`src/imu_serial_frame_decoder_macros.svh`:
```
// Assertion macros shared by the frame decoder RTL.
`ifndef IMU_SERIAL_FRAME_DECODER_MACROS_SVH
`define IMU_SERIAL_FRAME_DECODER_MACROS_SVH

// Same-cycle implication, disabled during reset.
`define IMU_ASSERT_NOW(label, clk, rst_n, ante, cons, msg) \
	label: assert property (@(posedge clk) disable iff (!rst_n) (ante) |-> (cons)) \
		else $error(msg);

// Next-cycle implication, disabled during reset.
`define IMU_ASSERT_NEXT(label, clk, rst_n, ante, cons, msg) \
	label: assert property (@(posedge clk) disable iff (!rst_n) (ante) |=> (cons)) \
		else $error(msg);

`endif

```
`src/imu_sfd_pkg.sv`:
```
// Types and constants of the serial frame decoder.
package imu_sfd_pkg;

	localparam int FRAME_LENGTH = 11;
	localparam int NUM_CELLS    = FRAME_LENGTH - 2;
	localparam int NUM_AXES     = 3;
	localparam int POS_W        = 4;
	localparam int SCALE_W      = 12;
	localparam int RAW_W        = 16;
	localparam int VAL_W        = 18;
	localparam int FRAC_W       = 10;

	localparam logic [7:0] HDR_BYTE   = 8'h55;
	localparam logic [7:0] TYPE_RATE  = 8'h52;
	localparam logic [7:0] TYPE_ANGLE = 8'h53;

	localparam logic KIND_RATE  = 1'b0;
	localparam logic KIND_ANGLE = 1'b1;

	localparam logic REG_RATE_SCALE  = 1'b0;
	localparam logic REG_ANGLE_SCALE = 1'b1;

	typedef struct packed {
		logic                                kind;
		logic [SCALE_W-1:0]                  scale;
		logic [NUM_AXES-1:0][RAW_W-1:0]      axis;
	} frame_t;

endpackage

```
`src/imu_sfd_byte_cell.sv`:
```
// One byte cell of the frame shift line.
module imu_sfd_byte_cell (
	input  logic       clk,
	input  logic       shift,
	input  logic [7:0] d,
	output logic [7:0] byte_q
);

	always_ff @(posedge clk) begin
		if (shift) begin
			byte_q <= d;
		end
	end

endmodule

```
`src/imu_sfd_axis_scale.sv`:
```
// One axis value: signed raw count times Q10 scale, floor-shifted, held as latest.
module imu_sfd_axis_scale
	import imu_sfd_pkg::*;
(
	input  logic                    clk,
	input  logic                    arst_n,
	input  logic                    load,
	input  logic [RAW_W-1:0]        raw,
	input  logic [SCALE_W-1:0]      scale,
	output logic signed [VAL_W-1:0] value_q
);

	localparam int PROD_W = RAW_W + SCALE_W + 1;

	logic signed [PROD_W-1:0] prod;

	assign prod = PROD_W'($signed(raw) * $signed({1'b0, scale}));

	always_ff @(posedge clk or negedge arst_n) begin
		if (!arst_n) begin
			value_q <= '0;
		end else if (load) begin
			// drop the fraction bits: an arithmetic shift that rounds down
			value_q <= prod[FRAC_W+VAL_W-1:FRAC_W];
		end
	end

endmodule

```
`src/imu_serial_frame_decoder.sv`:
```
// Top level of the serial frame decoder: byte shift line, frame capture, scaling.
//
//  channel | direction | handshake           | payload
//  --------+-----------+---------------------+--------------------------------------
//  in      | in        | in_valid / in_stall | rx_byte
//  out     | out       | out_valid/out_stall | frame_kind, rate_xyz, angle_roll/pitch/yaw
//  cfg     | in        | cfg_we              | cfg_index, cfg_data
//
// One byte is taken per cycle while in_stall is low; the bytes move through a line
// of nine byte cells. A result leaves after the last byte of a frame once the frame
// is captured into a register and the axis multipliers have registered their values.
// Reset clears the byte position, the pending flags and the latest values.
// in_stall rises only while a captured frame waits behind a stalled result.
module imu_serial_frame_decoder
	import imu_sfd_pkg::*;
(
	input  logic                     clk,
	input  logic                     arst_n,
	input  logic                     in_valid,
	output logic                     in_stall,
	input  logic [7:0]               rx_byte,
	output logic                     out_valid,
	input  logic                     out_stall,
	output logic                     frame_kind,
	output logic signed [VAL_W-1:0]  rate_x,
	output logic signed [VAL_W-1:0]  rate_y,
	output logic signed [VAL_W-1:0]  rate_z,
	output logic signed [VAL_W-1:0]  angle_roll,
	output logic signed [VAL_W-1:0]  angle_pitch,
	output logic signed [VAL_W-1:0]  angle_yaw,
	input  logic                     cfg_we,
	input  logic                     cfg_index,
	input  logic [SCALE_W-1:0]       cfg_data
);

`include "imu_serial_frame_decoder_macros.svh"

	logic [SCALE_W-1:0] rate_scale_q;
	logic [SCALE_W-1:0] angle_scale_q;
	logic [POS_W-1:0]   pos_q;
	logic [7:0]         cell_q [NUM_CELLS];
	frame_t             frame_s1;
	logic               valid_s1;
	logic               out_valid_q;
	logic               kind_q;
	logic               in_acc;
	logic               last_byte;
	logic               type_known;
	logic               frame_done;
	logic               advance;
	logic [7:0]         type_byte;
	frame_t             frame_d;
	logic signed [VAL_W-1:0] rate_val  [NUM_AXES];
	logic signed [VAL_W-1:0] angle_val [NUM_AXES];

	always_ff @(posedge clk or negedge arst_n) begin
		if (!arst_n) begin
			rate_scale_q  <= SCALE_W'(1116);
			angle_scale_q <= SCALE_W'(804);
		end else if (cfg_we) begin
			case (cfg_index)
				REG_RATE_SCALE:  rate_scale_q  <= cfg_data;
				REG_ANGLE_SCALE: angle_scale_q <= cfg_data;
				default: ;
			endcase
		end
	end

	assign advance  = valid_s1 && !(out_valid_q && out_stall);
	assign in_stall = valid_s1 && out_valid_q && out_stall;
	assign in_acc   = in_valid && !in_stall;

	// byte shift line: cell k holds the byte accepted k+1 requests ago
	genvar k;
	generate
		for (k = 0; k < NUM_CELLS; k++) begin : g_cell
			imu_sfd_byte_cell u_cell (
				.clk    (clk),
				.shift  (in_acc),
				.d      ((k == 0) ? rx_byte : cell_q[(k == 0) ? 0 : k-1]),
				.byte_q (cell_q[k])
			);
		end
	endgenerate

	always_ff @(posedge clk or negedge arst_n) begin
		if (!arst_n) begin
			pos_q <= '0;
		end else if (in_acc) begin
			if (pos_q == '0) begin
				pos_q <= (rx_byte == HDR_BYTE) ? POS_W'(1) : '0;
			end else if (last_byte) begin
				pos_q <= '0;
			end else begin
				pos_q <= pos_q + POS_W'(1);
			end
		end
	end

	assign last_byte  = (pos_q == POS_W'(FRAME_LENGTH - 1));
	assign type_byte  = cell_q[FRAME_LENGTH-3];
	assign type_known = (type_byte == TYPE_RATE) || (type_byte == TYPE_ANGLE);
	assign frame_done = in_acc && last_byte && type_known;

	always_comb begin
		frame_d.kind  = (type_byte == TYPE_ANGLE) ? KIND_ANGLE : KIND_RATE;
		frame_d.scale = (type_byte == TYPE_ANGLE) ? angle_scale_q : rate_scale_q;
		for (int i = 0; i < NUM_AXES; i++) begin
			// frame byte 2+2i is the low half, 3+2i the high half
			frame_d.axis[i] = {cell_q[FRAME_LENGTH-5-2*i], cell_q[FRAME_LENGTH-4-2*i]};
		end
	end

	always_ff @(posedge clk) begin
		if (frame_done) begin
			frame_s1 <= frame_d;
		end
	end

	always_ff @(posedge clk or negedge arst_n) begin
		if (!arst_n) begin
			valid_s1    <= 1'b0;
			out_valid_q <= 1'b0;
			kind_q      <= KIND_RATE;
		end else begin
			if (frame_done) begin
				valid_s1 <= 1'b1;
			end else if (advance) begin
				valid_s1 <= 1'b0;
			end
			if (advance) begin
				out_valid_q <= 1'b1;
				kind_q      <= frame_s1.kind;
			end else if (!out_stall) begin
				out_valid_q <= 1'b0;
			end
		end
	end

	generate
		for (k = 0; k < NUM_AXES; k++) begin : g_axis
			imu_sfd_axis_scale u_rate (
				.clk     (clk),
				.arst_n  (arst_n),
				.load    (advance && (frame_s1.kind == KIND_RATE)),
				.raw     (frame_s1.axis[k]),
				.scale   (frame_s1.scale),
				.value_q (rate_val[k])
			);
			imu_sfd_axis_scale u_angle (
				.clk     (clk),
				.arst_n  (arst_n),
				.load    (advance && (frame_s1.kind == KIND_ANGLE)),
				.raw     (frame_s1.axis[k]),
				.scale   (frame_s1.scale),
				.value_q (angle_val[k])
			);
		end
	endgenerate

	assign out_valid   = out_valid_q;
	assign frame_kind  = kind_q;
	assign rate_x      = rate_val[0];
	assign rate_y      = rate_val[1];
	assign rate_z      = rate_val[2];
	assign angle_roll  = angle_val[0];
	assign angle_pitch = angle_val[1];
	assign angle_yaw   = angle_val[2];

	`IMU_ASSERT_NOW(a_pos_range, clk, arst_n, 1'b1, pos_q < POS_W'(FRAME_LENGTH), "byte position out of range")
	`IMU_ASSERT_NEXT(a_hunt_drop, clk, arst_n, in_acc && (pos_q == '0) && (rx_byte != HDR_BYTE), pos_q == '0, "non-header byte left hunt")
	`IMU_ASSERT_NEXT(a_frame_capture, clk, arst_n, frame_done, valid_s1, "known frame not captured")
	`IMU_ASSERT_NEXT(a_result_issue, clk, arst_n, advance, out_valid_q, "captured frame produced no result")

endmodule
```
`config.mk`:
```
export PLATFORM = sky130hd
export DESIGN_NAME = imu_serial_frame_decoder
export DESIGN_NICKNAME = d
export VERILOG_FILES = /design/src/imu_sfd_pkg.sv /design/src/imu_sfd_byte_cell.sv /design/src/imu_sfd_axis_scale.sv /design/src/imu_serial_frame_decoder.sv
export VERILOG_INCLUDE_DIRS = /design/src /design/src/src
export SDC_FILE = /design/constraint.sdc
export NUM_CORES = 2
export LEC_CHECK = 0
export BUFFER_PORTS_ARGS = -buffer_cell sky130_fd_sc_hd__clkbuf_2
export CAP_MARGIN = 30
export CORE_MARGIN = 1.5
export CORE_UTILIZATION = 50
export CTS_BUF_LIST = sky130_fd_sc_hd__clkbuf_16
export DETAILED_ROUTE_END_ITERATION = 16
export PLACE_DENSITY = 0.65
export SYNTH_ARGS = -nofsm -noshare
export SYNTH_HDL_FRONTEND = slang
export SYNTH_SLANG_ARGS = --single-unit
```
`constraint.sdc`:
```
create_clock -name clk -period 6 [get_ports clk]
set_input_delay 0 -clock clk [delete_from_list [all_inputs] [get_ports clk]]
set_output_delay 0 -clock clk [all_outputs]
set_load 0.02 [all_outputs]
```
[Word-level counts from Yosys, hierarchy flattened]
Cells that the tools add are included.
Storage, ports and cells
  register bits after elaboration: 272
  input bits: 26
  output and inout port bits: 111
  logic and storage cells: 62
Operators by class
  $add $sub $neg: 1
  multiply operators: 3
  equal/unequal tests: 5
  muxes and demuxes: 9
  bitwise logic cells: 2
  reductions and logical operators: 16
Operator list (number)
  $mul A16 B13 Y28: 3
  $eq A8 B7 Y1 const B: 3
  $mux W12: 1
  $logic_and A1 B1 Y1: 9
  $mux W4: 2
  $mux W1: 6
  $add A4 B1 Y4 const B: 1
  $eq A4 B4 Y1 const B: 1
  $logic_not A4 Y1: 1
  $reduce_and A2 Y1: 2
  $logic_not A1 Y1: 2
  $ne A2 B1 Y1 const B: 1
  $not A1 Y1: 2
  $reduce_bool A2 Y1: 1
  $logic_or A1 B1 Y1: 1

[Logic depth before layout (Yosys ltp)]
  depth in word-level cells: 7
  depth in mapped cells: 22
  depth with buffers taken out: 20

[Cells and area by module]
A second synthesis with hierarchy kept.
Unflattened totals
  cell total of the unflattened synthesis: 5650
  area total of the unflattened synthesis: 52815.7 um^2
Modules (own cells, without submodules)
  imu_sfd_axis_scale (g_axis[0].u_rate ...): times used 4, cells each 924, area each 7992.7 um^2, seq. area each 450.4 um^2
  imu_sfd_axis_scale (g_axis[2].u_rate): times used 1, cells each 862, area each 7681.1 um^2, seq. area each 450.4 um^2
  imu_sfd_axis_scale (g_axis[0].u_angle): times used 1, cells each 845, area each 7636.1 um^2, seq. area each 450.4 um^2
  imu_serial_frame_decoder: times used 1, cells each 175, area each 3365.7 um^2, seq. area each 2618.8 um^2
  imu_sfd_byte_cell: times used 9, cells each 8, area each 240.2 um^2, seq. area each 240.2 um^2

[Least setup slack after synthesis]
Ideal clock, no wire load.
  path type: register to register
  start point: register frame_s1[49] (netlist name)
  end point: register g_axis[1].u_rate.value_q[14]
  setup time: 134 ps
  arrival: 5498 ps
  required time: 5866 ps
  setup slack: 368 ps
  stages on the path, launching flop included: 21
  path buffers: 3
  period minus slack after synthesis: 5632 ps
  cells stage by stage: edfxtp_1 -> buf_2 -> clkbuf_1 -> nand2_1 -> fa_1 -> fa_1 -> inv_1 -> fa_1 -> fa_1 -> inv_1 -> fa_1 -> inv_1 -> ha_1 -> clkbuf_1 -> a21oi_1 -> o21a_1 -> o21ai_0 -> a31oi_1 -> mux2_2 -> a41oi_1 -> o211ai_1
Between the ends
  cells in the longest elaborated chain, start to end: 1
RTL lines
  start: declaration: line imu_serial_frame_decoder.sv:42  | frame_t frame_s1;
  start signal: assignment: line imu_serial_frame_decoder.sv:116  | frame_s1 <= frame_d;
  $mul A16 B13 Y28: line imu_sfd_axis_scale.sv:17  | assign prod = PROD_W'($signed(raw) * $signed({1'b0, scale}));
  end signal: assignment: line imu_sfd_axis_scale.sv:24  | value_q <= prod[FRAC_W+VAL_W-1:FRAC_W];
  end: declaration: line imu_sfd_axis_scale.sv:10  | output logic signed [VAL_W-1:0] value_q
Every way passes these cells.
A chain may end at the register's enable or synchronous reset.

[Worst setup path in the final report]
  start point: register frame_s1[49] (netlist name)
  end point: register g_axis[2].u_angle.value_q[15]
Between the ends
  cells in the longest elaborated chain, start to end: 1
RTL lines (line)
  $mul A16 B13 Y28: imu_sfd_axis_scale.sv:17
  end signal: assignment: imu_sfd_axis_scale.sv:24
  end: declaration: imu_sfd_axis_scale.sv:10
Every way passes these cells.

==> impl_metrics.py <==
metrics = {
    "yosys": {
        "syn_area_um2": 31000,
        "async_flop_share_pct": 51.1,
        "yosysWarnings": 0,
        "ys_seq_area_share_pct": 24.1,
        "synth-main-ff-cell": "edfxtp_1",
        "synthCells": 3147,
        "ys_ff_latch": 272,
        "ys_types": 67,
        "syn_nets": 3878,
        "synth_top_area_share_pct": 33.7,
        "ys_top_cells_by_count": "716 x inv_1, 522 x fa_1, 452 x nand2_1, 302 x and2_1, 183 x ha_1",
        "syn_area_per_cell_um2": 9.85,
        "yosysMostFrequentCell": "inv_1",
        "yosys.area.top_type": "fa_1",
        "synth-edff-count": 133,
        "synthTopCellsByArea": "fa_1 34%, edfxtp_1 13%, dfrtp_1 10%",
    },
    "worst_setup_path": {
        "r2r_end": "g_axis[2].u_angle.value_q[15]",
        "slowest_stage": "fa_1",
        "cp-end-kind": "register",
        "r2r_start": "frame_s1[49]",
        "path_cells": "buf_12, buf_4, and2_1, fa_1, inv_1, fa_1, inv_1, fa_1, fa_1, inv_1, fa_1, inv_1, ha_1, o21ai_0, a21oi_1, nor2_1, or3_1, o21ai_0, xor2_1, mux2_2",
        "critical_path_peak_fanout": 39,
        "cp-start-kind": "register",
        "slowest_delay_ns": 0.55,
        "required_ns": 6.47,
        "path_class": "reg2reg",
        "r2r_cells": 20,
        "cp.arrival_ns": 6.28,
        "reg2reg_setup_slack_ns": 0.19,
        "path_common_cell": "fa_1",
    },
    "layout": {
        "post-route-util_pct": 56.0,
        "diodes": 0,
        "drive_gt1_share_pct": 12.4,
        "area_delta_synth_final_pct": 11.1,
        "fill_cells": 5366,
        "layout.nets": 4032,
    },
    "place": {
        "port_buffers": 136,
        "place_congestion": 0.888,
        "dp_hpwl_um": 58100,
    },
    "clock_network": {
        "ctsLongestPathBuffers": 3,
        "cts_root_buf": "clkbuf_16",
        "cts_buffers": 30,
        "clk_latency_ns": 0.58,
        "cts_tree": "built",
        "h-tree-depth": 1,
        "path_clk_slew_ns": 0.06,
        "clock-sinks": 272,
    },
    "floorplanning": {
        "num_rows": 91,
        "design.core.area_um2": 61500,
        "start_util_pct": 50.4,
        "dieArea_um2": 63500,
        "ios": 137,
        "die_x_um": 252,
        "die_h_um": 252,
    },
    "power": {
        "power_density_nw_per_um2": 143,
        "leakage_nw": 17.4,
        "ir_drop_v": 0.000189,
    },
    "global_route": {
        "grt_max_degree": 88,
        "grt_usage_pct": 24.3,
        "antenna_found_initial": 0,
        "grt_pass1_wl_um": 123000,
        "grt-ovfl-total": 0,
        "first_global_vias": 23800,
    },
    "route": {
        "drtAntennaViolNets": 0,
        "drt-initial-drc-count": 1032,
        "drtPass1Iterations": 8,
        "vias_per_cell": 5.22,
        "route.vias.total": 21500,
        "drc": 0,
        "wl_per_cell_um": 17.8,
        "drt_wl_total_um": 73100,
    },
    "sta": {
        "slew_violations": 0,
        "post-route-period-util_pct": 96.8,
        "whs_ns": 0.0547,
        "fmax_mhz": 172,
        "period_minus_slack_ns": 5.81,
        "rsz0062_at_grt": "true",
        "worstMarginPinSlew_ns": 0.877,
        "skew_ns": 0.0119,
        "slew_headroom_pct": 41.6,
        "hold_viol": 0,
        "setup_violations": 0,
    },
    "outcome": {
        "status": "finished clean",
    },
    "flow_run": {
        "max_cap_viol_count": 0,
    },
    "min_path": {
        "hp-class": "in2async",
    },
}
-- through the flow --
step / TNS (ns) / power [mW] / worst slack, ns / area, um^2 / instances
2_1_floorplan: 0 / 2.79 / 0.368 / 31000 / 3147
3_3_place_gp: -0.382 / 3.08 / -0.0836 / 33000 / 4015
3_5_place_dp: -0.697 / 3.11 / -0.124 / 33000 / 4018
4_1_cts: 0 / 4.96 / 0.00567 / 34200 / 4099
5_1_grt: -0.263 / 5.12 / -0.0789 / 34400 / 4115
6_report: 0 / 4.91 / 0.194 / 34400 / 4115
-- registers in the layout, indices dropped and copies added, names as in the netlist --
name / cells
angle_scale_q: 12
frame_kind: 1
frame_s1: 61
g_axis.u_angle.value_q: 54
g_axis.u_rate.value_q: 54
g_cell.u_cell.byte_q: 72
out_valid: 1
pos_q: 4
rate_scale_q: 12
valid_s1: 1
-- layout make-up --
cell class | instances | area (um^2) | share of cell area, %
Clock buffer | 30 | 751 | 2.18
Clock inverter | 26 | 230 | 0.668
Inverter | 716 | 2690 | 7.81
Multi-Input combinational cell | 2003 | 20300 | 59.0
Sequential cell | 272 | 7480 | 21.7
Tap cell | 790 | 988 | 2.87
Timing Repair Buffer | 278 | 1980 | 5.74
-- worst max path at each step --
stage	from	to
2_1_floorplan	frame_s1[49]	g_axis[1].u_rate.value_q[14]
3_3_place_gp	frame_s1[39]	g_axis[2].u_angle.value_q[16]
3_5_place_dp	frame_s1[39]	g_axis[2].u_rate.value_q[16]
4_1_cts	frame_s1[39]	g_axis[2].u_angle.value_q[9]
5_1_grt	frame_s1[28]	g_axis[1].u_rate.value_q[8]
6_report	frame_s1[49]	g_axis[2].u_angle.value_q[15]
-- metal layers --
metal / up-vias / wire length [um] / track usage, %
met5: - / 0 / 0
met4: 0 / 2100 / 7.03
met3: 107 / 2600 / 2.47
met2: 432 / 39800 / 46.2
met1: 11100 / 28700 / 28.8
li1: 9846 / - / -
-- timing repair --
action,4_1_cts,5_1_grt
endpoints found under the setup margin,8,45
pin swaps,0,1
buffers inserted,0,16
hold buffers,25,0
endpoints found under the hold margin,131,0
gates resized for setup,1,21
cloned,0,0
-- cell usage in the layout (no fill, tap or decap), types with 11 or more instances in the layout --
| cell type | count |
|---|---|
| inv_1 | 714 |
| fa_1 | 521 |
| nand2_1 | 452 |
| and2_1 | 302 |
| ha_1 | 183 |
| clkbuf_2 | 135 |
| edfxtp_1 | 133 |
| dfrtp_1 | 130 |
| buf_4 | 104 |
| mux2_2 | 71 |
| a21oi_1 | 66 |
| o21ai_0 | 48 |
| xnor2_1 | 45 |
| nor2_1 | 38 |
| nand4_1 | 34 |
| clkbuf_16 | 30 |
| a21o_1 | 27 |
| nand3_1 | 25 |
| dlygate4sd3_1 | 25 |
| xor2_1 | 24 |
| a211oi_1 | 15 |
| buf_12 | 13 |
| nor3_1 | 11 |
-- where the power goes --
group,switching [mW],internal [mW],total [mW]
combinational,0.452,0.274,0.726
clock,0.787,1.04,1.83
sequential,0.144,2.21,2.35
total,1.38,3.53,4.91
-- worst max-delay path: cells and delay by family (launching register included) --
family	cells	cell delay, ns
adder cells (fa/ha/maj)	6	2.93
flip-flops	1	0.41
buffers and inverters	6	0.60
AND/OR/NAND/NOR	3	0.71
XOR/XNOR	1	0.11
AO/OA/AOI/OAI	3	0.62
multiplexers	1	0.27
-- cell families after synthesis --
group / synth area share, %
xor gates and xnor gates: 1.95
AOI/OAI and AO/OA: 5.02
buffers and inverters: 10.6
muxes: 2.64
DFF: 24.1
and+or+nand+nor: 14.6
adders and majority gates: 41.1
(Power assumes the default switching activity.)
